File: src/design/assert_macros.svh
// Assertion macros shared by the cache tag check RTL.
// Included by files that carry concurrent checks; no other dependencies.
`ifndef ASSERT_MACROS_SVH
`define ASSERT_MACROS_SVH
`ifndef SYNTHESIS
// Same-cycle implication, disabled while reset is held.
`define ASSERT_IMPL(lbl, clk, rst_n, ante, cons) \
  lbl: assert property (@(posedge clk) disable iff (!rst_n) (ante) |-> (cons)) \
    else $error("same-cycle check failed");
// Next-cycle implication, disabled while reset is held.
`define ASSERT_NEXT(lbl, clk, rst_n, ante, cons) \
  lbl: assert property (@(posedge clk) disable iff (!rst_n) (ante) |=> (cons)) \
    else $error("next-cycle check failed");
`else
`define ASSERT_IMPL(lbl, clk, rst_n, ante, cons)
`define ASSERT_NEXT(lbl, clk, rst_n, ante, cons)
`endif
`endif

File: src/design/dmc_pkg.sv
// Package for the direct-mapped cache tag check: configuration types,
// register map and reset values. No dependencies.
`timescale 1ns / 1ps
`default_nettype none

package dmc_pkg;

  // Live configuration seen by the front end.
  typedef struct packed {
    logic [2:0] offset_bits;
    logic [3:0] index_bits;
  } cfg_t;

  // Register map, indexed by word.
  typedef enum logic {
    REG_OFFSET_BITS = 1'b0,
    REG_INDEX_BITS  = 1'b1
  } reg_idx_t;

  localparam logic [2:0] OFFSET_BITS_RESET = 3'd4;
  localparam logic [3:0] INDEX_BITS_RESET  = 4'd8;

  // Decoupling queue between classification and tag lookup.
  localparam int QUEUE_DEPTH = 2;
  localparam int QPTR_W      = $clog2(QUEUE_DEPTH);
  localparam int QCNT_W      = $clog2(QUEUE_DEPTH + 1);

endpackage

`default_nettype wire

File: src/design/dmc_queue.sv
// Short FIFO that decouples the front end from the tag lookup.
// Depends on dmc_pkg for its depth.
`timescale 1ns / 1ps
`default_nettype none

module dmc_queue #(
  parameter int WIDTH = 40
) (
  input  wire logic             clk,
  input  wire logic             rst_n,
  input  wire logic             push_valid,
  output logic                  push_ready,
  input  wire logic [WIDTH-1:0] push_data,
  output logic                  pop_valid,
  input  wire logic             pop_ready,
  output logic [WIDTH-1:0]      pop_data
);

  logic [WIDTH-1:0]           slot_r [dmc_pkg::QUEUE_DEPTH];
  logic [dmc_pkg::QPTR_W-1:0] wr_ptr_r;
  logic [dmc_pkg::QPTR_W-1:0] wr_ptr_nxt;
  logic [dmc_pkg::QPTR_W-1:0] rd_ptr_r;
  logic [dmc_pkg::QPTR_W-1:0] rd_ptr_nxt;
  logic [dmc_pkg::QCNT_W-1:0] count_r;
  logic [dmc_pkg::QCNT_W-1:0] count_nxt;
  logic                       push_c;
  logic                       pop_c;

  assign push_ready = (count_r != dmc_pkg::QCNT_W'(dmc_pkg::QUEUE_DEPTH));
  assign pop_valid  = (count_r != '0);
  assign pop_data   = slot_r[rd_ptr_r];
  assign push_c     = push_valid && push_ready;
  assign pop_c      = pop_valid && pop_ready;

  // Pointer and fill bookkeeping.
  always_comb begin
    wr_ptr_nxt = wr_ptr_r;
    rd_ptr_nxt = rd_ptr_r;
    count_nxt  = count_r;
    if (push_c) begin
      wr_ptr_nxt = (wr_ptr_r == dmc_pkg::QPTR_W'(dmc_pkg::QUEUE_DEPTH - 1)) ?
                   '0 : wr_ptr_r + 1'b1;
    end
    if (pop_c) begin
      rd_ptr_nxt = (rd_ptr_r == dmc_pkg::QPTR_W'(dmc_pkg::QUEUE_DEPTH - 1)) ?
                   '0 : rd_ptr_r + 1'b1;
    end
    if (push_c && !pop_c) begin
      count_nxt = count_r + 1'b1;
    end else if (pop_c && !push_c) begin
      count_nxt = count_r - 1'b1;
    end
  end

  always_ff @(posedge clk) begin
    if (!rst_n) begin
      wr_ptr_r <= '0;
      rd_ptr_r <= '0;
      count_r  <= '0;
    end else begin
      wr_ptr_r <= wr_ptr_nxt;
      rd_ptr_r <= rd_ptr_nxt;
      count_r  <= count_nxt;
    end
  end

  always_ff @(posedge clk) begin
    if (push_c) begin
      slot_r[wr_ptr_r] <= push_data;
    end
  end

endmodule

`default_nettype wire

File: config.mk
export PLATFORM = sky130hd
export DESIGN_NAME = dmc_queue
export DESIGN_NICKNAME = d
export VERILOG_FILES = /design/src/design/assert_macros.svh /design/src/design/dmc_pkg.sv /design/src/design/dmc_queue.sv
export SDC_FILE = /design/constraint.sdc
export NUM_CORES = 1
export LEC_CHECK = 0
export BUFFER_PORTS_ARGS = -buffer_cell sky130_fd_sc_hd__buf_2
export CAP_MARGIN = 20
export CORE_MARGIN = 1
export CORE_UTILIZATION = 45
export CTS_CLUSTER_SIZE = 10
export DETAILED_ROUTE_END_ITERATION = 10
export GPL_TIMING_DRIVEN = 0
export PLACE_DENSITY = 0.73
export SETUP_SLACK_MARGIN = 0.4
export SYNTH_ARGS = -nofsm -noshare
export SYNTH_HDL_FRONTEND = slang
export SYNTH_SLANG_ARGS = --single-unit
File: constraint.sdc
create_clock -name clk -period 2.25 [get_ports clk]
set_input_delay 0 -clock clk [delete_from_list [all_inputs] [get_ports clk]]
set_output_delay 0 -clock clk [all_outputs]
set_load 0.05 [all_outputs]
==> summary.md <==
| Metric | Value |
|---|---|
| Die width | `85.2 µm` |
| Drt total wl | `5510 µm` |
| Starting Density | `0.477` |
| HP Start | `pop_ready` |
| Area grow syn2layout | `35.7%` |
| Part of the power in registers | `0.427` |
| Initial antenna violation count | `0` |
| Worst VDD drop | `0.767 mV` |
| CP startpoint kind | `register` |
| Largest net degree at the start of global routing | `41` |
| Dpl hpwl | `between 3000 and 4000 µm` |
| Setup tns final | `0 ns` |
| Sw Pwr | `roughly 1900 µW` |
| Vias in the first global route | `1,761` |
| # port buffers | `85` |
| Pwr dens | `1140 mW/mm²` |
| Max Cap Viol | `0` |
| Fin. Hold Viols | `0` |
| Slew Viols, Final | `0` |
| GRT Util Overall | `0.161` |
| Routability congestion estimate | `slightly below 0.7` |
| Syn Inst Count | `between 100 and 150` |
| Via-to-Cell Ratio | `4.82` |
| Worst Path Max Fanout | `20` |
| Crit path largest cell delay | `a little under 0.5 ns` |
| CTS tree | `done` |
| Wire length per cell | `15.0 µm` |
| CP required | `2.18 ns` |
| Final worst slack | `about 0.57 ns` |
| Post-synthesis cell type count | `19` |
| Die area | `0.00726 mm²` |
| H-tree Lvls | `3` |
| Die Y | `between 80 and 90 µm` |
| Final-stage net count | `332` |
| R2r setup slk | `0.57 ns` |
| Mapped Nets | `between 150 and 200` |
| Internal | `2930 µW` |
| Total gr overflow | `0` |
| Sequential fraction of the synthesis area | `0.803` |
| Fillers | `478` |
| Rows | `29` |
| Antenna diodes | `0` |
| Core area | `0.00653 mm²` |
| Final Skew | `between 0.01 and 0.015 ns` |
| RSZ-0062 raised after global routing | `no` |
| Buf/Inv on CP | `1` |
| Hold crit path type | `in -> reg` |
| Global-route wire length before repair | `8390 µm` |
| Clock-pin slew on the worst setup and hold paths | `0.08 ns` |
| YS warnings | `0` |
| Setup violations, final | `0` |
| CP startpoint | `count_r[1]$_SDFFE_PN0P_` |
| Worst Setup Slack post-DPL | `around 0.27 ns` |
| Synthesized area per cell | `about 21 µm²` |
| Leakage | `0.00160 µW` |
| I/O pin cnt | `86` |
| # DRC | `0` |
| Clock power share | `0.183` |
| Tmin final | `1.68 ns` |
| Mapped cell area | `0.00312 mm²` |
| Clock Latency Late Sink | `0.34 ns` |
| Routed vias | `1,770` |
| Antenna-violating nets left | `0` |
| Commonest non-fill, non-tap cell in the layout | `buf_2` |
| Share of layout cells above drive strength 1 | `0.510` |
| Fmax | `just under 0.6 GHz` |
| Sink Count | `85` |
| Rel. slew slack | `0.612` |
| Crit path kind | `reg -> reg` |
| CP delay by family, top | `buffers and inverters` |
| Clk root buf | `clkbuf_8` |
| Inserted Clock Buffers | `9` |
| Post-synthesis register bit count | `85` |
| Clock buffer depth | `2` |
| Fin crit share | `0.748` |
| Switch share | `0.389` |
| Outcome | `completed` |
| Worst-Margin Slew | `0.582 ns` |
| CP arrival | `1.62 ns` |
| Commonest non-fill, non-tap cells in the layout | `buf_2, edfxtp_1, dlygate4sd3_1` |
| Reg-to-Reg Start | `count_r[1]$_SDFFE_PN0P_` |
| Gate power share | `0.390` |
| Critical Path Sink Type | `register` |
| Initial DRC count | `61` |
| 1st-pass router iterations | `4` |
| Crit-path cells | `nand2b_4 -> nand3b_1 -> clkinvlp_4` |
| Worst path slowest cell | `clkinvlp_4` |
routing by layer:
metal	vias up	GRT usage	wire length [µm]
li1	858	-	-
met1	848	0.186	2320
met2	54	0.281	2850
met3	10	0.0370	253
met4	0	0.0832	89
met5	-	0	0
final timing paths:
kind	endpoint	depth (start not counted)
worst min register to register	count_r[1]$_SDFFE_PN0P_	2
worst max register to register	slot_r[0][12]$_DFFE_PP_	3
worst min-delay path	register	4
worst max-delay path	slot_r[0][12]$_DFFE_PP_	3
area by class of cell:
type	instances	area, µm²	share of cell area
Sequential cell	85	2500	0.592
Clock buffer	9	124	0.0293
Timing Repair inverter	1	7.51	0.00178
Buffer	4	20.0	0.00474
Multi-Input combinational cell	58	594	0.141
Timing Repair Buffer	127	846	0.200
Inverter	1	7.51	0.00178
Clock inverter	5	30.0	0.00710
Tap cell	77	96.3	0.0228
logic make-up (layout without fill, tap and decap cells):
logic type / after synthesis / count (layout) / share of synthesized area
compound gates: 5 / 5 / 0.0112
xor+xnor: 3 / 3 / 0.00844
fa+ha+maj: 1 / 1 / 0.00402
buf+inv: 5 / 147 / 0.00763
flops: 85 / 85 / 0.803
mux: 40 / 40 / 0.145
simple gates: 9 / 9 / 0.0209
worst min-delay path, cell delays in order:
cell and delay [ns]:
buf_2 0.07, o21ai_1 0.09, xnor2_1 0.16, and2_1 0.11
power by group through the flow:
stage                     Clock (µW)  Sequential, µW  Combinational (µW)
after CTS                        903            2050                1890
after detailed placement           0            2090                1810
final                            879            2050                1870
after global placement             0            2070                1800
after global routing             965            2070                1960
after floorplan                    0            2060                1460
synthesized netlist by cell type:
library cell	count	share of area
edfxtp_1	80	0.77
mux2_2	40	0.14
dfxtp_1	5	0.032
and2_1	4	0.0080
buf_2	4	0.0064
xnor2_1	2	0.0056
a21bo_2	1	0.0032
a21boi_0	1	0.0024
a21boi_1	1	0.0024
and3_1	1	0.0020
ha_1	1	0.0040
inv_1	1	0.0012
nand2b_4	1	0.0044
nand3b_1	1	0.0024
o21ai_0	1	0.0016
o21ai_1	1	0.0016
or2_2	1	0.0020
or3_1	1	0.0020
xor2_1	1	0.0028
timing repair:
item / CTS / global route
resized for setup: 2 / 0
buffers inserted: 0 / 0
hold buffers: 42 / 0
endpoints found under the setup margin: 80 / 0
endpoints found under the hold margin: 85 / 0
state kept, by name, indices dropped and copies added, names as in the netlist, named ones only:
name	cells
wr_ptr_r	1
count_r	2
rd_ptr_r	1
slot_r	80
stage by stage:
step	power [µW]	cell area (µm²)	cells	hold slack [ns]	utilization
5_1_grt	5000	4230	367	0.170	0.647
3_3_place_gp	3880	3640	310	0.187	0.558
3_5_place_dp	3900	3640	310	0.191	0.558
4_1_cts	4840	4230	367	0.123	0.647
2_1_floorplan	3520	3120	148	0.0989	-
6_report	4800	4230	367	0.127	0.647
Power figures use the tool's default switching activity.
