File: config.mk
export PLATFORM = sky130hd
export DESIGN_NAME = dmc_front
export DESIGN_NICKNAME = d
export VERILOG_FILES = /design/src/design/assert_macros.svh /design/src/design/dmc_pkg.sv /design/src/design/dmc_front.sv
export SDC_FILE = /design/constraint.sdc
export NUM_CORES = 1
export LEC_CHECK = 0
export ABC_CLOCK_PERIOD_IN_PS = 3800
export BUFFER_PORTS_ARGS = -buffer_cell sky130_fd_sc_hd__clkbuf_2
export CAP_MARGIN = 30
export CORE_AREA = 5 5 95 97
export CTS_BUF_LIST = sky130_fd_sc_hd__clkbuf_8
export DETAILED_ROUTE_END_ITERATION = 7
export DIE_AREA = 0 0 100 102
export PLACE_DENSITY = 0.73
export SLEW_MARGIN = 20
export SYNTH_ARGS = -nofsm -noshare
export SYNTH_HDL_FRONTEND = slang
export SYNTH_SLANG_ARGS = --single-unit
File: constraint.sdc
create_clock -name clk -period 3.8 [get_ports clk]
set_clock_uncertainty 0.2 [all_clocks]
set_input_delay 0.76 -clock clk [delete_from_list [all_inputs] [get_ports clk]]
set_output_delay 0.76 -clock clk [all_outputs]
set_load 0.01 [all_outputs]
File: src/design/assert_macros.svh
// Assertion macros shared by the cache tag check RTL.
// Included by files that carry concurrent checks; no other dependencies.
`ifndef ASSERT_MACROS_SVH
`define ASSERT_MACROS_SVH
`ifndef SYNTHESIS
// Same-cycle implication, disabled while reset is held.
`define ASSERT_IMPL(lbl, clk, rst_n, ante, cons) \
  lbl: assert property (@(posedge clk) disable iff (!rst_n) (ante) |-> (cons)) \
    else $error("same-cycle check failed");
// Next-cycle implication, disabled while reset is held.
`define ASSERT_NEXT(lbl, clk, rst_n, ante, cons) \
  lbl: assert property (@(posedge clk) disable iff (!rst_n) (ante) |=> (cons)) \
    else $error("next-cycle check failed");
`else
`define ASSERT_IMPL(lbl, clk, rst_n, ante, cons)
`define ASSERT_NEXT(lbl, clk, rst_n, ante, cons)
`endif
`endif

File: src/design/dmc_pkg.sv
// Package for the direct-mapped cache tag check: configuration types,
// register map and reset values. No dependencies.
`timescale 1ns / 1ps
`default_nettype none

package dmc_pkg;

  // Live configuration seen by the front end.
  typedef struct packed {
    logic [2:0] offset_bits;
    logic [3:0] index_bits;
  } cfg_t;

  // Register map, indexed by word.
  typedef enum logic {
    REG_OFFSET_BITS = 1'b0,
    REG_INDEX_BITS  = 1'b1
  } reg_idx_t;

  localparam logic [2:0] OFFSET_BITS_RESET = 3'd4;
  localparam logic [3:0] INDEX_BITS_RESET  = 4'd8;

  // Decoupling queue between classification and tag lookup.
  localparam int QUEUE_DEPTH = 2;
  localparam int QPTR_W      = $clog2(QUEUE_DEPTH);
  localparam int QCNT_W      = $clog2(QUEUE_DEPTH + 1);

endpackage

`default_nettype wire

File: src/design/dmc_front.sv
// Front end of the cache tag check: takes address beats and splits them
// into line index and tag. Depends on dmc_pkg.
`timescale 1ns / 1ps
`default_nettype none

module dmc_front #(
  parameter int LINE_W = 8,
  parameter int TAG_W  = 32,
  parameter int MAX_IB = 8
) (
  input  wire logic               clk,
  input  wire logic               rst_n,
  input  wire dmc_pkg::cfg_t      cfg,
  input  wire logic               in_valid,
  output logic                    in_ready,
  input  wire logic [31:0]        in_address,
  output logic                    fe_valid,
  input  wire logic               fe_ready,
  output logic [LINE_W-1:0]       fe_idx,
  output logic [TAG_W-1:0]        fe_tag
);

  localparam logic [4:0] MAX_IB_C = 5'(MAX_IB);

  logic              fe_valid_r;
  logic              fe_valid_nxt;
  logic [LINE_W-1:0] fe_idx_r;
  logic [TAG_W-1:0]  fe_tag_r;
  logic [4:0]        ib_c;
  logic [31:0]       addr_c;
  logic [31:0]       line_c;
  logic [31:0]       tag_c;
  logic              accept_c;

  // Clamp the index width to what the line store can hold.
  always_comb begin
    if ({1'b0, cfg.index_bits} > MAX_IB_C) begin
      ib_c = MAX_IB_C;
    end else begin
      ib_c = {1'b0, cfg.index_bits};
    end
  end

  // Split the masked address into line index and tag.
  assign addr_c = 32'(in_address[TAG_W-1:0]);
  assign line_c = (addr_c >> cfg.offset_bits) & ~(32'hFFFF_FFFF << ib_c);
  assign tag_c  = addr_c >> ({2'b00, cfg.offset_bits} + ib_c);

  // One holding stage; it frees up whenever the queue takes its beat.
  assign in_ready = !fe_valid_r || fe_ready;
  assign accept_c = in_valid && in_ready;

  always_comb begin
    fe_valid_nxt = fe_valid_r;
    if (accept_c) begin
      fe_valid_nxt = 1'b1;
    end else if (fe_ready) begin
      fe_valid_nxt = 1'b0;
    end
  end

  always_ff @(posedge clk) begin
    if (!rst_n) begin
      fe_valid_r <= 1'b0;
    end else begin
      fe_valid_r <= fe_valid_nxt;
    end
  end

  always_ff @(posedge clk) begin
    if (accept_c) begin
      fe_idx_r <= line_c[LINE_W-1:0];
      fe_tag_r <= tag_c[TAG_W-1:0];
    end
  end

  assign fe_valid = fe_valid_r;
  assign fe_idx   = fe_idx_r;
  assign fe_tag   = fe_tag_r;

endmodule

`default_nettype wire

==> results.py, run 1 <==
metrics = {
    "status": {
        "status": "finished, final reports clean",
    },
    "critical_path": {
        "cp-start-kind": "input port",
        "crit_slowest_cell": "fa_1",
        "critical_path_required_ns": 3.62,
        "cp_max_fo": 16,
        "max_stage_delay_ns": 0.59,
        "worstSetupEndpointType": "flop",
        "arrival_ns": 3.32,
        "crit_type": "in2reg",
        "crit_chain": "clkbuf_2 > nor2b_4 > ha_1 > inv_1 > fa_1 > buf_12 > mux2i_1 > mux2i_1 > and2_1 > a221oi_1 > mux2_2 > a221oi_1",
    },
    "die": {
        "coreArea_sq_um": 8050,
        "die_area_sq_um": 10200,
        "dieWidth_um": 100,
        "row_count": 33,
        "io-pin-count": 85,
        "die_h_um": 102,
        "start_util_pct": 43.8,
    },
    "routing": {
        "drtIter0Drc": 336,
        "avgViaCountPerCell": 5.89,
        "remaining_drc_errors": 0,
        "ant_nets": 0,
        "wl_per_cell_um": 19.0,
        "wl_mm": 10.6,
        "via_count": 3288,
        "dr.pass1.iters": 4,
    },
    "cts": {
        "cts_tree": "built",
        "clk_latency_ns": 0.28,
        "cts_resized": 0,
        "numClockSinks": 41,
        "root_buffer": "clkbuf_8",
        "cts_setup_buffers": 0,
        "cts.path.max_buffers": 2,
        "cts_buffers": 5,
        "cts_max_level": 2,
        "cts_hold_buf": 0,
        "clkSlewWorstSetupHoldPaths_ns": 0.07,
    },
    "yosys": {
        "avgSynthCellArea_sq_um": 9.93,
        "synthMostInstantiatedCell": "mux2i_1",
        "synth_edf_count": 40,
        "synth_top_area_cell": "edfxtp_1",
        "syn_inst": 355,
        "synth_top_area_share_pct": 34.1,
        "ys.flop_type": "edfxtp_1",
        "synth_nets": 402,
        "yosys_warnings": 0,
        "synthesis.area_sq_um": 3520,
        "yosys-top-cells-count": "mux2i_1 (46), edfxtp_1 (40), nand2_1 (36)",
        "synthTopCellsByArea": "edfxtp_1 (34%), mux2i_1 (13%), mux4_2 (7.7%), nand2_1 (3.8%), nor2_1 (3.3%)",
        "yosysSeqAreaShare_pct": 34.7,
        "ys_types": 59,
        "synthArstFlopShare_pct": 0,
        "synth-seq-cells": 41,
    },
    "timing": {
        "rsz0062_at_grt": "no",
        "fin_crit_ns": 3.49,
        "holdWs_ns": 0.331,
        "worst_slack_ns": 0.307,
        "slew_violations": 0,
        "final.setup.tns_ns": 0,
        "max_freq_ghz": 0.286,
        "worst_pin_slew_ns": 0.929,
        "setup_viol": 0,
        "fin_crit_sh_pct": 91.9,
        "slew_headroom_pct": 38.0,
        "final-hold-violation-count": 0,
    },
    "global_route": {
        "grt.total_usage_pct": 21.1,
        "grt_use_met1_pct": 29.3,
        "grt_pass1_vias": 3260,
        "grt_max_degree": 41,
        "met2_usage_pct": 34.0,
        "grt_busiest_layer": "met2",
        "antenna_found_initial": 0,
        "grt_pass1_wl_mm": 17.0,
        "overflow": 0,
        "gr-usage-met3_pct": 2.94,
    },
    "power": {
        "intPower_mw": 1.04,
        "leakage_nw": 1.86,
        "power_density_nw_per_um2": 386,
        "clkPwrFrac_pct": 16.9,
        "p_sw_share_pct": 37.3,
        "switchingPower_mw": 0.618,
        "power_frac_comb_pct": 47.1,
        "vdd_drop_max_v": 0.000148,
        "power.share.sequential_pct": 36.0,
        "power_mw": 1.66,
    },
    "placed_design": {
        "io_buffers": 84,
        "place_inst": 550,
        "place_ws_ns": 0.0323,
        "place_hpwl_mm": 8.68,
        "gp_congestion": 1.01,
        "dpl_cell_area_sq_um": 4210,
    },
    "final_layout": {
        "area_delta_synth_final_pct": 21.8,
        "drive_gt1_share_pct": 33.3,
        "utilization_pct": 53.3,
        "nNetsFinal": 499,
        "postLayoutCellArea_sq_um": 4290,
        "n_antenna_cell": 0,
        "stdcell_count": 558,
    },
    "flow_run": {
        "cap_violations": 0,
    },
    "min_path": {
        "hold_class": "reg2reg",
    },
}
==> placed cells by master (no fill, tap or decap), drive strengths merged, types with 3 or more instances in the layout <==
cell type / count
ha: 3
a22o: 3
a221oi: 4
a31oi: 3
o22ai: 6
inv: 8
and2: 5
and3: 3
edfxtp: 40
mux4: 12
nand2: 36
buf: 29
o22a: 3
nor2: 31
nor2b: 6
nand4: 3
or3: 4
xnor2: 3
a21o: 5
nor3: 13
a21oi: 17
o21ai: 16
clkinv: 3
nand2b: 4
a211oi: 11
mux2: 10
mux2i: 47
clkbuf: 89
nand3: 6
==> worst max-delay path: cells and delay by family <==
kind            cells  cell delay (ns)
mux                 3             0.63
fa+ha+maj           2             0.77
simple gates        2             0.33
compound gates      2             0.45
buf+inv             3             0.38
==> cells by family after synthesis <==
kind of cell             share of synthesized area [%]
buffers and inverters                             4.19
multiplexers                                      24.6
adder cells (fa/ha/maj)                           1.63
AND/OR/NAND/NOR                                   15.4
flip-flops                                        34.7
XOR/XNOR                                          1.78
AO/OA/AOI/OAI                                     17.8
==> state kept, by name, summed over array words and instances, names as in the netlist <==
name      count
fe_idx        8
fe_tag       32
fe_valid      1
==> layer usage <==
| layer | up-vias | wire length (um) |
|---|---|---|
| li1 | 1565 | - |
| met1 | 1567 | 4690 |
| met2 | 138 | 4940 |
| met3 | 18 | 751 |
| met4 | 0 | 227 |
| met5 | - | 0 |
==> cell type report <==
class | count | area [sq um]
clock inverter | 3 | 13.8
clock buffer | 5 | 68.8
timing repair buffer | 113 | 663
multi-input combinational | 283 | 2160
inverter | 8 | 31.3
fill | 763 | 3760
tap | 105 | 131
sequential | 41 | 1220
==> worst paths after layout <==
| kind | from | to | slack [ns] | cells past startpoint |
|---|---|---|---|---|
| setup / recovery | cfg[0] | fe_tag[1]$_DFFE_PP_ | 0.31 | 12 |
| hold / removal | fe_valid$_SDFFE_PN0P_ | fe_valid$_SDFFE_PN0P_ | 0.33 | 2 |
| setup reg to reg | fe_valid$_SDFFE_PN0P_ | fe_tag[13]$_DFFE_PP_ | 2.28 | 3 |
| hold reg to reg | fe_valid$_SDFFE_PN0P_ | fe_valid$_SDFFE_PN0P_ | 0.33 | 2 |
==> power groups by stage <==
stage               Combinational (mW)  Clock (mW)  Sequential, mW
CTS                              0.774       0.283           0.598
detailed placement               0.772           0           0.608
floorplan                        0.456           0           0.641
global placement                 0.764           0           0.606
global route                     0.844       0.305           0.603
finish                           0.781       0.280           0.597
Note: power is estimated with default switching activity, not from simulation.
==> inputs of run 2 (changes only) <==
CTS_CLUSTER_SIZE = 10   (was unset)
PLACE_DENSITY = 0.68   (was 0.73)
==> results.py, run 2 (synthesis results as in run 1) <==
metrics = {
    "status": {
        "status": "finished, final reports clean",
    },
    "power": {
        "power.share.sequential_pct": 33.8,
        "p_sw_share_pct": 35.7,
        "intPower_mw": 1.13,
        "clkPwrFrac_pct": 21.4,
        "vdd_drop_max_v": 0.000219,
        "power_density_nw_per_um2": 405,
        "switchingPower_mw": 0.630,
        "power_frac_comb_pct": 44.7,
        "leakage_nw": 1.88,
    },
    "timing": {
        "max_freq_ghz": 0.292,
        "fin_crit_ns": 3.42,
        "setup_viol": 0,
        "final.setup.tns_ns": 0,
        "slew_violations": 0,
        "fin_crit_sh_pct": 90.1,
        "final-hold-violation-count": 0,
        "rsz0062_at_grt": "no",
        "slew_headroom_pct": 57.2,
        "worst_slack_ns": 0.376,
        "worst_pin_slew_ns": 0.636,
    },
    "critical_path": {
        "arrival_ns": 3.25,
        "worstSetupEndpointType": "flop",
        "cp_num_cells": 11,
        "worstRegToRegCells": 3,
        "crit_chain": "clkbuf_2 > nor2b_4 > ha_1 > inv_1 > fa_1 > buf_12 > mux2_2 > o21ai_0 > o21ai_0 > o22ai_1 > o221ai_1",
        "crit_buf_inv": 3,
        "cp-start-kind": "input port",
        "crit_top_cell": "o21ai_0",
        "crit_type": "in2reg",
        "critical_path_required_ns": 3.63,
        "max_stage_delay_ns": 0.56,
        "cp_max_fo": 16,
        "crit_slowest_cell": "fa_1",
        "rrSetupSlack_ns": 2.26,
        "cp_top_family": "compound AO/OA/AOI/OAI gates",
    },
    "die": {
        "dieWidth_um": 100,
        "die_h_um": 102,
        "start_util_pct": 43.8,
        "row_count": 33,
        "io-pin-count": 85,
        "die_area_sq_um": 10200,
        "coreArea_sq_um": 8050,
    },
    "flow_run": {
        "cap_violations": 0,
    },
    "placed_design": {
        "place_hpwl_mm": 8.66,
        "place_ws_ns": 0.0883,
        "dpl_cell_area_sq_um": 4230,
        "io_buffers": 84,
        "gp_congestion": 0.983,
    },
    "cts": {
        "cts_hold_buf": 0,
        "cts_buffers": 5,
        "clk_latency_ns": 0.29,
        "cts_tree": "built",
        "clkSlewWorstSetupHoldPaths_ns": 0.08,
        "cts_resized": 0,
        "root_buffer": "clkbuf_8",
        "cts_max_level": 2,
        "numClockSinks": 41,
        "cts_setup_buffers": 0,
        "cts.path.max_buffers": 2,
    },
    "final_layout": {
        "largest_register_ffs": 32,
        "utilization_pct": 54.0,
        "drive_gt1_share_pct": 34.1,
        "area_delta_synth_final_pct": 23.4,
        "nFillCells": 743,
        "n_antenna_cell": 0,
        "nNetsFinal": 503,
        "postLayoutCellArea_sq_um": 4350,
        "multi_input_area_sq_um": 2160,
        "final-seq-area_sq_um": 1220,
        "mostFrequentLayoutCells": "clkbuf_2 (84), mux2i_1 (46), edfxtp_1 (40)",
        "final_common_cell": "clkbuf_2",
    },
    "global_route": {
        "grt_pass1_vias": 3162,
        "overflow": 0,
        "antenna_found_initial": 0,
        "grt_pass1_wl_mm": 16.8,
        "grt.total_usage_pct": 21.0,
        "grt_max_degree": 41,
    },
    "routing": {
        "avgViaCountPerCell": 5.87,
        "wl_per_cell_um": 19.2,
        "ant_nets": 0,
        "dr.pass1.iters": 4,
        "drtIter0Drc": 243,
        "wl_mm": 10.8,
        "remaining_drc_errors": 0,
        "via_count": 3298,
    },
    "min_path": {
        "hold_depth": 2,
        "hold_class": "reg2reg",
    },
}
## run 2: worst reg2reg max path: cells and delay by family, from the launching register on
family	cells	cell delay, ns
and+or+nand+nor	2	0.23
DFF	1	0.32
buffers and inverters	1	0.43
## run 2: path summary, 6_finish.rpt
check | startpoint | end
worst min register to register | fe_valid$_SDFFE_PN0P_ | fe_valid$_SDFFE_PN0P_
worst min-delay path | fe_valid$_SDFFE_PN0P_ | fe_valid$_SDFFE_PN0P_
worst max-delay path | cfg[3] | fe_tag[3]$_DFFE_PP_
worst max register to register | fe_valid$_SDFFE_PN0P_ | fe_tag[5]$_DFFE_PP_
## run 2: layout make-up
class | instances | area share, %
Clock buffer | 6 | 1.90
Clock inverter | 2 | 0.864
Inverter | 8 | 0.720
Multi-Input combinational cell | 283 | 49.7
Sequential cell | 41 | 28.1
Tap cell | 105 | 3.02
Timing Repair Buffer | 117 | 15.7
## run 2: metrics by stage
stage,std cells,total power [mW],hold WS [ns]
after floorplan,355,1.10,0.410
after global placement,554,1.38,0.308
after detailed placement,554,1.38,0.333
after CTS,562,1.76,0.342
after global routing,562,1.85,0.363
final,562,1.76,0.338
## run 2: power groups by stage
| stage | registers [mW] | clock network [mW] | logic, mW |
|---|---|---|---|
| floorplan | 0.641 | 0 | 0.456 |
| CTS | 0.598 | 0.381 | 0.778 |
| detailed placement | 0.609 | 0 | 0.776 |
| global placement | 0.607 | 0 | 0.775 |
| finish | 0.596 | 0.377 | 0.789 |
| global route | 0.604 | 0.397 | 0.848 |
## run 2: metal layers
layer / global-route usage [%] / up-vias / wire (um)
met2: 33.7 / 151 / 5030
li1: - / 1574 / -
met3: 3.07 / 19 / 749
met1: 29.8 / 1554 / 4830
met4: 5.91 / 0 / 182
met5: 0 / - / 0
